File: src/sv/tws_pkg.sv
package tws_pkg;

  typedef struct packed {
    logic               inlet_open_cmd;
    logic               inlet_close_cmd;
    logic               outlet_open_cmd;
    logic               outlet_close_cmd;
    logic signed [31:0] supply_pressure;
  } in_t;

  typedef struct packed {
    logic signed [31:0] tank_pressure;
    logic [22:0]        inlet_position;
    logic [22:0]        outlet_position;
  } out_t;

  localparam int TS_W  = 20;
  localparam int POS_W = 23;
  localparam int P_W   = 32;
  localparam int MAG_W = 32;
  localparam int TT_W  = 31;
  localparam int PROD_W = TS_W + MAG_W;
  localparam int NUM_W  = 56;
  localparam int DIV_ITERS = NUM_W / 2;
  localparam int CNT_W  = $clog2(DIV_ITERS + 1);

  localparam logic [TS_W-1:0]  TS_RESET    = 20'd6554;
  localparam logic [POS_W-1:0] POS_MAX     = 23'd6553600;
  localparam logic [TT_W-1:0]  TEN_T_BASE  = 31'd1310720000;
  localparam logic [TT_W-1:0]  TEN_T_SLOPE = 31'd198;

  // step addresses
  localparam logic [2:0] STEP_IDLE  = 3'd0;
  localparam logic [2:0] STEP_VALVE = 3'd1;
  localparam logic [2:0] STEP_PREP  = 3'd2;
  localparam logic [2:0] STEP_MUL   = 3'd3;
  localparam logic [2:0] STEP_SCALE = 3'd4;
  localparam logic [2:0] STEP_DIV   = 3'd5;
  localparam logic [2:0] STEP_APPLY = 3'd6;
  localparam logic [2:0] STEP_EMIT  = 3'd7;

  // datapath operations
  localparam logic [2:0] OP_IDLE  = 3'd0;
  localparam logic [2:0] OP_VALVE = 3'd1;
  localparam logic [2:0] OP_PREP  = 3'd2;
  localparam logic [2:0] OP_MUL   = 3'd3;
  localparam logic [2:0] OP_SCALE = 3'd4;
  localparam logic [2:0] OP_DIV   = 3'd5;
  localparam logic [2:0] OP_APPLY = 3'd6;
  localparam logic [2:0] OP_EMIT  = 3'd7;

  // jump conditions
  localparam logic [2:0] COND_NONE     = 3'd0;
  localparam logic [2:0] COND_NO_IN    = 3'd1;
  localparam logic [2:0] COND_HOLD     = 3'd2;
  localparam logic [2:0] COND_DIV_MORE = 3'd3;
  localparam logic [2:0] COND_OUT_FULL = 3'd4;

  typedef struct packed {
    logic [2:0] op;
    logic [2:0] cond;
    logic [2:0] target;
  } ctl_word_t;

  typedef struct packed {
    logic load;
    logic step;
  } div_ctl_t;

  function automatic ctl_word_t ucode(input logic [2:0] pc);
    ctl_word_t w;
    begin
      unique case (pc)
        STEP_IDLE:  w = '{op: OP_IDLE,  cond: COND_NO_IN,    target: STEP_IDLE};
        STEP_VALVE: w = '{op: OP_VALVE, cond: COND_NONE,     target: STEP_IDLE};
        STEP_PREP:  w = '{op: OP_PREP,  cond: COND_HOLD,     target: STEP_EMIT};
        STEP_MUL:   w = '{op: OP_MUL,   cond: COND_NONE,     target: STEP_IDLE};
        STEP_SCALE: w = '{op: OP_SCALE, cond: COND_NONE,     target: STEP_IDLE};
        STEP_DIV:   w = '{op: OP_DIV,   cond: COND_DIV_MORE, target: STEP_DIV};
        STEP_APPLY: w = '{op: OP_APPLY, cond: COND_NONE,     target: STEP_IDLE};
        STEP_EMIT:  w = '{op: OP_EMIT,  cond: COND_OUT_FULL, target: STEP_EMIT};
      endcase
      return w;
    end
  endfunction

endpackage

File: src/sv/tank_with_two_valves_step_core.sv
// Pressure receiver plant step: one beat in is one simulation tick, one beat out carries the
// new tank pressure and both valve positions. The datapath is run by an eight-step microcode
// table. A tick in which either valve is open runs the valve, prep, multiply, scale,
// two-bit-per-cycle divide (forming h*(target-P)/T) and apply steps before its result is
// loaded into the output register; with both valves shut, prep jumps to emit. The next beat is
// taken once the sequencer returns to its idle step, while the previous result may still wait.
// The time step register (cfg_wdata, Q4.16 s) should only be written between ticks.
module tank_with_two_valves_step_core (
  input  logic                        clk,
  input  logic                        rst_n,
  input  logic                        in_valid,
  output logic                        in_ready,
  input  tws_pkg::in_t                in_data,
  output logic                        out_valid,
  input  logic                        out_ready,
  output tws_pkg::out_t               out_data,
  input  logic                        cfg_we,
  input  logic [tws_pkg::TS_W-1:0]    cfg_wdata
);

  logic [2:0]                 pc_r, pc_nxt;
  tws_pkg::ctl_word_t         cw;
  logic                       jump;

  logic [tws_pkg::TS_W-1:0]   ts_r, ts_nxt;
  tws_pkg::in_t               in_r, in_nxt;
  logic [tws_pkg::POS_W-1:0]  inl_pos_r, inl_pos_nxt;
  logic [tws_pkg::POS_W-1:0]  outl_pos_r, outl_pos_nxt;
  logic [tws_pkg::P_W-1:0]    press_r, press_nxt;
  logic [tws_pkg::TT_W-1:0]   ten_t_r, ten_t_nxt;
  logic [tws_pkg::MAG_W-1:0]  mag_r, mag_nxt;
  logic                       neg_r, neg_nxt;
  logic [tws_pkg::PROD_W-1:0] prod_r, prod_nxt;
  logic                       out_valid_r, out_valid_nxt;
  tws_pkg::out_t              out_r, out_nxt;

  logic [tws_pkg::POS_W-1:0]  delta;
  logic                       use_inlet;
  logic [tws_pkg::POS_W-1:0]  sel_pos;
  logic [tws_pkg::P_W-1:0]    target;
  logic [tws_pkg::TT_W-1:0]   slope;
  logic [tws_pkg::P_W:0]      diff;
  logic [tws_pkg::P_W:0]      diff_neg;
  logic [tws_pkg::P_W-1:0]    q_sat;
  logic [tws_pkg::P_W+1:0]    sum;
  logic                       out_full;

  tws_pkg::div_ctl_t          div_ctl;
  logic [tws_pkg::NUM_W-1:0]  div_num;
  logic [tws_pkg::NUM_W-1:0]  div_quo;
  logic                       div_last;

  function automatic logic [tws_pkg::POS_W-1:0] move_valve(
    input logic [tws_pkg::POS_W-1:0] pos,
    input logic                      op,
    input logic                      cl,
    input logic [tws_pkg::POS_W-1:0] dl
  );
    logic [tws_pkg::POS_W:0] up;
    begin
      up = {1'b0, pos} + {1'b0, dl};
      if (op && !cl) begin
        return (up > {1'b0, tws_pkg::POS_MAX}) ? tws_pkg::POS_MAX : up[tws_pkg::POS_W-1:0];
      end else if (cl && !op) begin
        return (dl >= pos) ? '0 : tws_pkg::POS_W'(pos - dl);
      end else begin
        return pos;
      end
    end
  endfunction

  assign cw       = tws_pkg::ucode(pc_r);
  assign out_full = out_valid_r && !out_ready;

  always_comb begin
    case (cw.cond)
      tws_pkg::COND_NO_IN:    jump = !in_valid;
      tws_pkg::COND_HOLD:     jump = (inl_pos_r == '0) && (outl_pos_r == '0);
      tws_pkg::COND_DIV_MORE: jump = !div_last;
      tws_pkg::COND_OUT_FULL: jump = out_full;
      default:                jump = 1'b0;
    endcase
    pc_nxt = jump ? cw.target : pc_r + 3'd1;
  end

  // shared datapath terms
  always_comb begin
    delta     = tws_pkg::POS_W'({ts_r, 2'b00}) + tws_pkg::POS_W'(ts_r);
    use_inlet = inl_pos_r != '0;
    sel_pos   = use_inlet ? inl_pos_r : outl_pos_r;
    target    = use_inlet ? in_r.supply_pressure : '0;
    slope     = tws_pkg::TT_W'(sel_pos) * tws_pkg::TEN_T_SLOPE;
    diff      = {target[tws_pkg::P_W-1], target} - {press_r[tws_pkg::P_W-1], press_r};
    diff_neg  = -diff;
    div_num   = tws_pkg::NUM_W'({prod_r, 3'b000}) + tws_pkg::NUM_W'({prod_r, 1'b0});
    q_sat     = (|div_quo[tws_pkg::NUM_W-1:tws_pkg::P_W]) ? '1 : div_quo[tws_pkg::P_W-1:0];
    sum       = neg_r ? {{2{press_r[tws_pkg::P_W-1]}}, press_r} - {2'b00, q_sat}
                      : {{2{press_r[tws_pkg::P_W-1]}}, press_r} + {2'b00, q_sat};
  end

  always_comb begin
    ts_nxt        = cfg_we ? cfg_wdata : ts_r;
    in_nxt        = in_r;
    inl_pos_nxt   = inl_pos_r;
    outl_pos_nxt  = outl_pos_r;
    press_nxt     = press_r;
    ten_t_nxt     = ten_t_r;
    mag_nxt       = mag_r;
    neg_nxt       = neg_r;
    prod_nxt      = prod_r;
    out_nxt       = out_r;
    out_valid_nxt = out_full;
    div_ctl       = '0;
    in_ready      = 1'b0;

    unique case (cw.op)
      tws_pkg::OP_IDLE: begin
        in_ready = 1'b1;
        if (in_valid) begin
          in_nxt = in_data;
        end
      end
      tws_pkg::OP_VALVE: begin
        inl_pos_nxt  = move_valve(inl_pos_r, in_r.inlet_open_cmd, in_r.inlet_close_cmd, delta);
        outl_pos_nxt = move_valve(outl_pos_r, in_r.outlet_open_cmd, in_r.outlet_close_cmd,
                                  delta);
      end
      tws_pkg::OP_PREP: begin
        ten_t_nxt = tws_pkg::TEN_T_BASE - slope;
        neg_nxt   = diff[tws_pkg::P_W];
        mag_nxt   = diff[tws_pkg::P_W] ? diff_neg[tws_pkg::P_W-1:0] : diff[tws_pkg::P_W-1:0];
      end
      tws_pkg::OP_MUL: begin
        prod_nxt = tws_pkg::PROD_W'(ts_r) * tws_pkg::PROD_W'(mag_r);
      end
      tws_pkg::OP_SCALE: begin
        div_ctl.load = 1'b1;
      end
      tws_pkg::OP_DIV: begin
        div_ctl.step = 1'b1;
      end
      tws_pkg::OP_APPLY: begin
        if (sum[tws_pkg::P_W+1:tws_pkg::P_W-1] == 3'b000 ||
            sum[tws_pkg::P_W+1:tws_pkg::P_W-1] == 3'b111) begin
          press_nxt = sum[tws_pkg::P_W-1:0];
        end else begin
          press_nxt = sum[tws_pkg::P_W+1] ? {1'b1, {(tws_pkg::P_W-1){1'b0}}}
                                          : {1'b0, {(tws_pkg::P_W-1){1'b1}}};
        end
      end
      tws_pkg::OP_EMIT: begin
        if (!out_full) begin
          out_valid_nxt           = 1'b1;
          out_nxt.tank_pressure   = press_r;
          out_nxt.inlet_position  = inl_pos_r;
          out_nxt.outlet_position = outl_pos_r;
        end
      end
    endcase
  end

  always_ff @(posedge clk) begin
    if (!rst_n) begin
      pc_r        <= tws_pkg::STEP_IDLE;
      ts_r        <= tws_pkg::TS_RESET;
      inl_pos_r   <= '0;
      outl_pos_r  <= '0;
      press_r     <= '0;
      out_valid_r <= 1'b0;
    end else begin
      pc_r        <= pc_nxt;
      ts_r        <= ts_nxt;
      inl_pos_r   <= inl_pos_nxt;
      outl_pos_r  <= outl_pos_nxt;
      press_r     <= press_nxt;
      out_valid_r <= out_valid_nxt;
    end
    in_r    <= in_nxt;
    ten_t_r <= ten_t_nxt;
    mag_r   <= mag_nxt;
    neg_r   <= neg_nxt;
    prod_r  <= prod_nxt;
    out_r   <= out_nxt;
  end

  tws_div u_div (
    .clk   (clk),
    .rst_n (rst_n),
    .ctl   (div_ctl),
    .num   (div_num),
    .den   (ten_t_r),
    .quo   (div_quo),
    .last  (div_last)
  );

  assign out_valid = out_valid_r;
  assign out_data  = out_r;

  assert property (@(posedge clk) disable iff (!rst_n)
    in_valid && in_ready |=> pc_r == tws_pkg::STEP_VALVE)
    else $error("accepted beat did not start the valve step");

  assert property (@(posedge clk) disable iff (!rst_n)
    inl_pos_r <= tws_pkg::POS_MAX && outl_pos_r <= tws_pkg::POS_MAX)
    else $error("valve position beyond full open");

  assert property (@(posedge clk) disable iff (!rst_n)
    $rose(out_valid_r) |-> $past(pc_r) == tws_pkg::STEP_EMIT)
    else $error("result appeared outside the emit step");

  assert property (@(posedge clk) disable iff (!rst_n)
    pc_r == tws_pkg::STEP_APPLY |-> $past(pc_r) == tws_pkg::STEP_DIV && $past(div_last))
    else $error("pressure update before the divider finished");

endmodule

File: src/sv/tws_div.sv
module tws_div (
  input  logic                      clk,
  input  logic                      rst_n,
  input  tws_pkg::div_ctl_t         ctl,
  input  logic [tws_pkg::NUM_W-1:0] num,
  input  logic [tws_pkg::TT_W-1:0]  den,
  output logic [tws_pkg::NUM_W-1:0] quo,
  output logic                      last
);

  logic [tws_pkg::NUM_W-1:0] num_r, num_nxt;
  logic [tws_pkg::TT_W-1:0]  rem_r, rem_nxt;
  logic [tws_pkg::TT_W-1:0]  den_r, den_nxt;
  logic [tws_pkg::CNT_W-1:0] cnt_r, cnt_nxt;
  logic [tws_pkg::TT_W:0]    r1, r2, d_ext;
  logic [tws_pkg::TT_W-1:0]  m1, m2;
  logic                      ge1, ge2;

  // two restoring subtract steps per cycle
  always_comb begin
    d_ext = {1'b0, den_r};
    r1    = {rem_r, num_r[tws_pkg::NUM_W-1]};
    ge1   = r1 >= d_ext;
    m1    = ge1 ? tws_pkg::TT_W'(r1 - d_ext) : r1[tws_pkg::TT_W-1:0];
    r2    = {m1, num_r[tws_pkg::NUM_W-2]};
    ge2   = r2 >= d_ext;
    m2    = ge2 ? tws_pkg::TT_W'(r2 - d_ext) : r2[tws_pkg::TT_W-1:0];

    num_nxt = num_r;
    rem_nxt = rem_r;
    den_nxt = den_r;
    cnt_nxt = cnt_r;
    if (ctl.load) begin
      num_nxt = num;
      rem_nxt = '0;
      den_nxt = den;
      cnt_nxt = tws_pkg::CNT_W'(tws_pkg::DIV_ITERS);
    end else if (ctl.step) begin
      num_nxt = {num_r[tws_pkg::NUM_W-3:0], ge1, ge2};
      rem_nxt = m2;
      cnt_nxt = cnt_r - tws_pkg::CNT_W'(1);
    end
  end

  always_ff @(posedge clk) begin
    if (!rst_n) begin
      cnt_r <= '0;
    end else begin
      cnt_r <= cnt_nxt;
    end
    num_r <= num_nxt;
    rem_r <= rem_nxt;
    den_r <= den_nxt;
  end

  assign quo  = num_r;
  assign last = cnt_r == tws_pkg::CNT_W'(1);

endmodule
File: config.mk
export PLATFORM = sky130hd
export DESIGN_NAME = tank_with_two_valves_step_core
export DESIGN_NICKNAME = d
export VERILOG_FILES = /design/src/sv/tws_pkg.sv /design/src/sv/tank_with_two_valves_step_core.sv /design/src/sv/tws_div.sv
export SDC_FILE = /design/constraint.sdc
export NUM_CORES = 2
export LEC_CHECK = 0
export BUFFER_PORTS_ARGS = -buffer_cell sky130_fd_sc_hd__buf_2
export CORE_MARGIN = 2
export CORE_UTILIZATION = 57
export CTS_CLUSTER_DIAMETER = 40
export DETAILED_ROUTE_END_ITERATION = 10
export GPL_ROUTABILITY_DRIVEN = 0
export PLACE_DENSITY = 0.85
export SLEW_MARGIN = 25
export SYNTH_ARGS = -nofsm -noshare
export SYNTH_HDL_FRONTEND = slang
export SYNTH_SLANG_ARGS = --single-unit
File: constraint.sdc
create_clock -name clk -period 10.5 [get_ports clk]
set_input_delay 0.525 -clock clk [delete_from_list [all_inputs] [get_ports clk]]
set_output_delay 0.525 -clock clk [all_outputs]
set_load 0.01 [all_outputs]
======== Yosys cells after proc, flatten, opt, wreduce, memory -nomap -nowiden ========
Memory sizes are Yosys's and may differ from the RTL's. A register that Yosys moved wholly into a read port is not among the register bits.
Index checks and enable logic that the tools add are counted.
storage, ports and cells
  register bits after elaboration ......... 455
  latch bits .............................. 0
  bits in writable memories ............... 0
  ROM bits ................................ 72
  memories kept ........................... 1
cells by class
  $add $sub $neg .......................... 15
  multipliers ............................. 2
  divide/modulo/power cells ............... 0
  $lt $le $gt $ge ......................... 6
  eq/ne operators ......................... 13
  shifts and indexed selects .............. 0
  muxes and demuxes ....................... 28
  bitwise gates (word level) .............. 2
  reductions and logical operators ........ 28
memories
  name             depth  width  read ports  clocked after Yosys merged registers in  wr ports  RTL line       text
  (no name shown)  8      9      1           1                                        0         tws_pkg.sv:73  unique case (pc)
operator list
  kind                                                              number
  two-way mux 23 bit                                                9
  two-way mux 32 bit                                                5
  two-way mux 56 bit                                                2
  greater-or-equal comparator 32 x 31 -> 1 bit                      2
  two-way mux 31 bit                                                2
  subtractor 31 bit                                                 2
  adder 55 x 53 -> 56 bit                                           1
  multiplier 20 x 32 -> 52 bit                                      1
  adder 23 x 23 -> 24 bit                                           2
  greater-than comparator 24 x 23 -> 1 bit (second input constant)  2
  greater-or-equal comparator 23 bit                                2
  logical NOT 23 bit                                                2
  subtractor 23 bit                                                 2
  adder 32 x 33 -> 34 bit                                           1
  two-way mux 34 bit                                                1
  subtractor 32 x 33 -> 34 bit                                      1
  subtractor 32 x 32 -> 33 bit                                      1
  negation 32 bit                                                   1
  subtractor 31 bit (first input constant)                          1
  multiplier 23 x 7 -> 30 bit (second input constant)               1
  OR reduction 24 bit                                               1
  adder 22 x 20 -> 23 bit                                           1
  nonzero test 23 bit                                               1
  equality test 3 bit (second input constant)                       6
  17 further kinds                                                  44

======== Depth between registers and ports, before layout ========
  depth after elaboration ................. 7
  gate-level depth with buffers ........... 31
  depth with buffers taken out ............ 28

======== Cells and area by module ========
A second synthesis with hierarchy kept.
unflattened totals
  cells, all modules ...................... 6592
  area total of the unflattened synthesis .. 58516.1 um^2
by module, submodules not included
  module                          times used  cells an instance  area an instance (um^2)  sequential area each (um^2)
  tank_with_two_valves_step_core  1           5697               49822.8                  9078.7
  tws_div                         1           895                8693.3                   3333.2

======== Least setup slack after synthesis ========
Ideal clock, no wire load.
  path type ............................... register -> register
  from .................................... register ts_r[18] in the netlist's numbering
  to ...................................... register prod_r[49] in the netlist's numbering (data pin)
  arrival ................................. 7.140 ns
  path slack .............................. 3.095 ns
  cell stages (with the launch flop) ...... 26
  path buffers ............................ 2
  period minus slack after synthesis ...... 7.405 ns
  cells stage by stage .................... dfxtp_1 clkbuf_1 buf_1 nand2_1 fa_1 fa_1 inv_1 fa_1 fa_1 fa_1 fa_1 inv_1 fa_1 inv_1 ha_1 a21oi_1 nor2b_1 o21ai_0 a21oi_1 or4_1 o311ai_0 a31oi_1 o2111ai_1 a21oi_1 o41ai_1 xnor2_1
on the way
  cells in the longest elaborated chain, start to end .. 1
RTL lines
  item                          RTL line                               text
  start: declaration            tank_with_two_valves_step_core.sv:25   logic [tws_pkg::TS_W-1:0] ts_r, ts_nxt;
  start signal: assignment      tank_with_two_valves_step_core.sv:165  ts_r <= tws_pkg::TS_RESET;
  start signal: assignment      tank_with_two_valves_step_core.sv:172  ts_r <= ts_nxt;
  multiplier 20 x 32 -> 52 bit  tank_with_two_valves_step_core.sv:134  prod_nxt = tws_pkg::PROD_W'(ts_r) * tws_pkg::PROD_W'(mag_r);
  end signal: assignment        tank_with_two_valves_step_core.sv:182  prod_r <= prod_nxt;
  end: declaration              tank_with_two_valves_step_core.sv:33   logic [tws_pkg::PROD_W-1:0] prod_r, prod_nxt;
No other way between the ends.
A chain may end at the register's enable or synchronous reset.

======== Worst setup path after layout ========
  from .................................... register ts_r[6] in the netlist's numbering
  to ...................................... register prod_r[49] in the netlist's numbering (data pin)
Same word-level chain as after synthesis.

==> summary.txt <==
Finish
  – Syn-to-layout area delta: 8.29%
  – Layout cells sized above 1: slightly above 7%
  – Total Nets Final: roughly 7700

Timing
  – Final Max Slew Viols: 0
  – RSZ-0062 raised after global routing: false
  – Final Skew: a little over 70 ps
  – Final period util: a little over four fifths
  – Slew @ Worst Pin: around 1100 ps
  – Peak Freq: about 0.11 GHz
  – Hold Vio Cnt, Final: 0
  – Minimum clock period: between 8000 and 9000 ps
  – Count of final setup violators: 0
  – Rel. slew slack: between 20% and 30%
  – Setup_tns: 0 ps

Clock network
  – Clock transition at path regs: approximately 60 ps
  – Clk_lat worst skew: 690 ps
  – H-Tree Depth: 3
  – CTS Hold Bufs: 0
  – Clock Path Buffers: 3
  – Post-CTS sizing: 0
  – CTS tree: yes
  – CTS buffer count: 79
  – Post-CTS setup buffers: 0
  – Clock sink total: around 460
  – Clock root buffer master: clkbuf_16

Floorplanning
  – Core ar.: between 0.1 and 0.15 mm2
  – Die Y: 324 um
  – Core Rows: ~120
  – I/O pin count: 141
  – Die width: about 320 um
  – Initial Util: 57.4%
  – Die Area: ~0.10 mm2

Critical path
  – Slowest stage delay, CP: 990 ps
  – Worst EP required: 10870 ps
  – Critical path peak fanout: 23
  – Startpoint types: flop
  – Critical Path End: prod_r[49]
  – WP buf/inv: 4
  – Reg2Reg Capture Point: prod_r[49]
  – Worst Setup SP: ts_r[6]
  – Cell seen most often among critical-path stages: fa_1
  – Critical path arrival: roughly 9300 ps
  – R2r worst-path depth: 23
  – Worst Setup End Kind: flop
  – FF-to-FF Start: ts_r[6]
  – Slowest CP cell: dfxtp_1
  – CP Cell Sequence: buf_4 > nand2_1 > fa_1 > fa_1 > fa_1 > inv_1 > fa_1 > fa_1 > fa_1 > inv_1 > fa_1 > inv_1 > ha_1 > nor2b_1 > o21ai_0 > a21oi_1 > or4_1 > o311ai_0 > a31oi_1 > o2111ai_1 > a21oi_1 > o41ai_1 > xnor2_1
  – CP Depth: 23
  – Worst R2R Setup Slack: 1580 ps
  – Top delay family on crit path: adder cells
  – Worst setup path class: reg2reg

Synth
  – Fraction of registers with async set/reset: 0%
  – Yosys reg bits: ~460
  – Mean Syn Cell Area: 8.89 um2
  – Post-synthesis cell count: approximately 6600
  – Post-synthesis sequential area ratio: 21.2%
  – Ys Warns: 0
  – Post-synth EDFFs: 315
  – Synth area leader: fa_1
  – Top FF cell, synth: edfxtp_1
  – Top-area cell type share of the netlist area: around a fifth
  – Synth unique cells: between 100 and 150
  – Syn nets: between 7000 and 8000
  – Most common cell in the netlist: inv_1
  – Most instantiated cells after synthesis: 951 x inv_1, 651 x nand2_1, 580 x fa_1
  – Synthesized cell area: 0.0583 mm2
  – Area contributors post-synth: fa_1 20%, edfxtp_1 16%, ha_1 12%, inv_1 6.1%, dfxtp_1 5.0%

GRT
  – First-pass GRT wire length: about 260000 um
  – Largest net degree at the start of global routing: 82
  – Initial antenna violation count: 7
  – Gr ovfl total: 0
  – Gr usage total: a little under a third
  – Number of global-route vias before repair: a little under 50000

Route
  – Residual DRC: 0
  – DR vias: approximately 50000
  – Vias per cell: 6.25
  – Detailed Routing Iterations Pass 1: 7
  – Detail-routed net length per standard cell: 20.9 um
  – Detail Route Antenna Nets: 0
  – Drt first-iter violations: 5890
  – Final WL: between 150000 and 200000 um

Run
  – Max_cap viols: 0

Status
  – Outcome: finished, final reports clean

Worst hold path
  – Hold WC Path Type: in2reg

Placed design
  – Port bufs: 140
  – Post-DP HPWL: 125000 um
-- kinds of logic (layout without fill, tap and decap cells) --
group,Yosys count,in the layout,synth area share [%]
buffers and inverters,1237,1308,8.06
and+or+nand+nor,1922,1922,16.7
xor gates and xnor gates,323,323,4.88
other,0,2,0
AOI/OAI and AO/OA,1406,1406,16.1
muxes,86,86,1.54
adders and majority gates,1121,1121,31.5
DFF,461,461,21.2
-- cells in the final DEF (no fill, tap or decap), types with 47 or more instances in the layout --
| master | count |
|---|---|
| clkbuf_16 | 80 |
| xor2_1 | 115 |
| edfxtp_1 | 315 |
| nand3_1 | 100 |
| a31oi_1 | 48 |
| nor3_1 | 99 |
| buf_2 | 140 |
| xnor2_1 | 207 |
| ha_1 | 541 |
| nor2b_1 | 92 |
| and2_1 | 332 |
| dfxtp_1 | 141 |
| o21ai_0 | 282 |
| and3_1 | 56 |
| a21oi_1 | 342 |
| or3_1 | 47 |
| nor2_1 | 273 |
| nand2b_1 | 63 |
| mux2i_1 | 56 |
| o21a_1 | 53 |
| a221oi_1 | 48 |
| fa_1 | 580 |
| nand2_1 | 651 |
| a21o_1 | 191 |
| buf_4 | 69 |
| inv_1 | 949 |
-- how the worst min path moves through the flow --
stage / from / end / slack (ps) / cells after the start
detailed placement: ten_t_r[24] / u_div.den_r[24] / 400 / 0
global placement: ten_t_r[22] / u_div.den_r[22] / 400 / 0
floorplan: ten_t_r[10] / u_div.den_r[10] / 400 / 0
global route: in_data[13] / in_r[13] / 6 / 1
finish: in_data[13] / in_r[13] / 30 / 1
CTS: in_data[13] / in_r[13] / 2 / 1
-- layer usage --
layer | wire length, um | track usage, %
met1 | 64300 | 41.4
met2 | 73700 | 49.2
met3 | 20600 | 8.48
met4 | 8750 | 14.7
met5 | 55 | 0
-- layout make-up --
| cell class | count | area (um2) |
|---|---|---|
| Clock inverter | 55 | 817 |
| Inverter | 951 | 3570 |
| Sequential cell | 461 | 12400 |
| Multi-Input combinational cell | 4858 | 41300 |
| Clock buffer | 93 | 2100 |
| Timing Repair Buffer | 209 | 1220 |
| Fill cell | 7847 | 38500 |
| Tap cell | 1368 | 1710 |
| Antenna cell | 2 | 5.00 |
-- registers in the layout (all words and copies together), names as in the netlist, 30 cells and up --
register     flops
u_div.rem_r     31
ten_t_r         30
prod_r          52
mag_r           32
u_div.quo       56
in_r            36
press_r         32
u_div.den_r     30
out_data        78
-- through the flow --
step / area [um2] / util [%] / setup WS, ps / hold slack, ps / instances
after floorplan: 58300 / - / 3090 / 400 / 6556
after global placement: 60200 / 59.2 / 2170 / 401 / 7847
after detailed placement: 60200 / 59.2 / 1910 / 405 / 7847
after CTS: 63100 / 62.1 / 1720 / 1.78 / 7995
after global routing: 63100 / 62.1 / 1360 / 6.32 / 7996
final: 63100 / 62.1 / 1580 / 26.9 / 7997
Power is not shown: default switching activity piles up to over one toggle a cycle in this logic, so the estimate is an artifact.
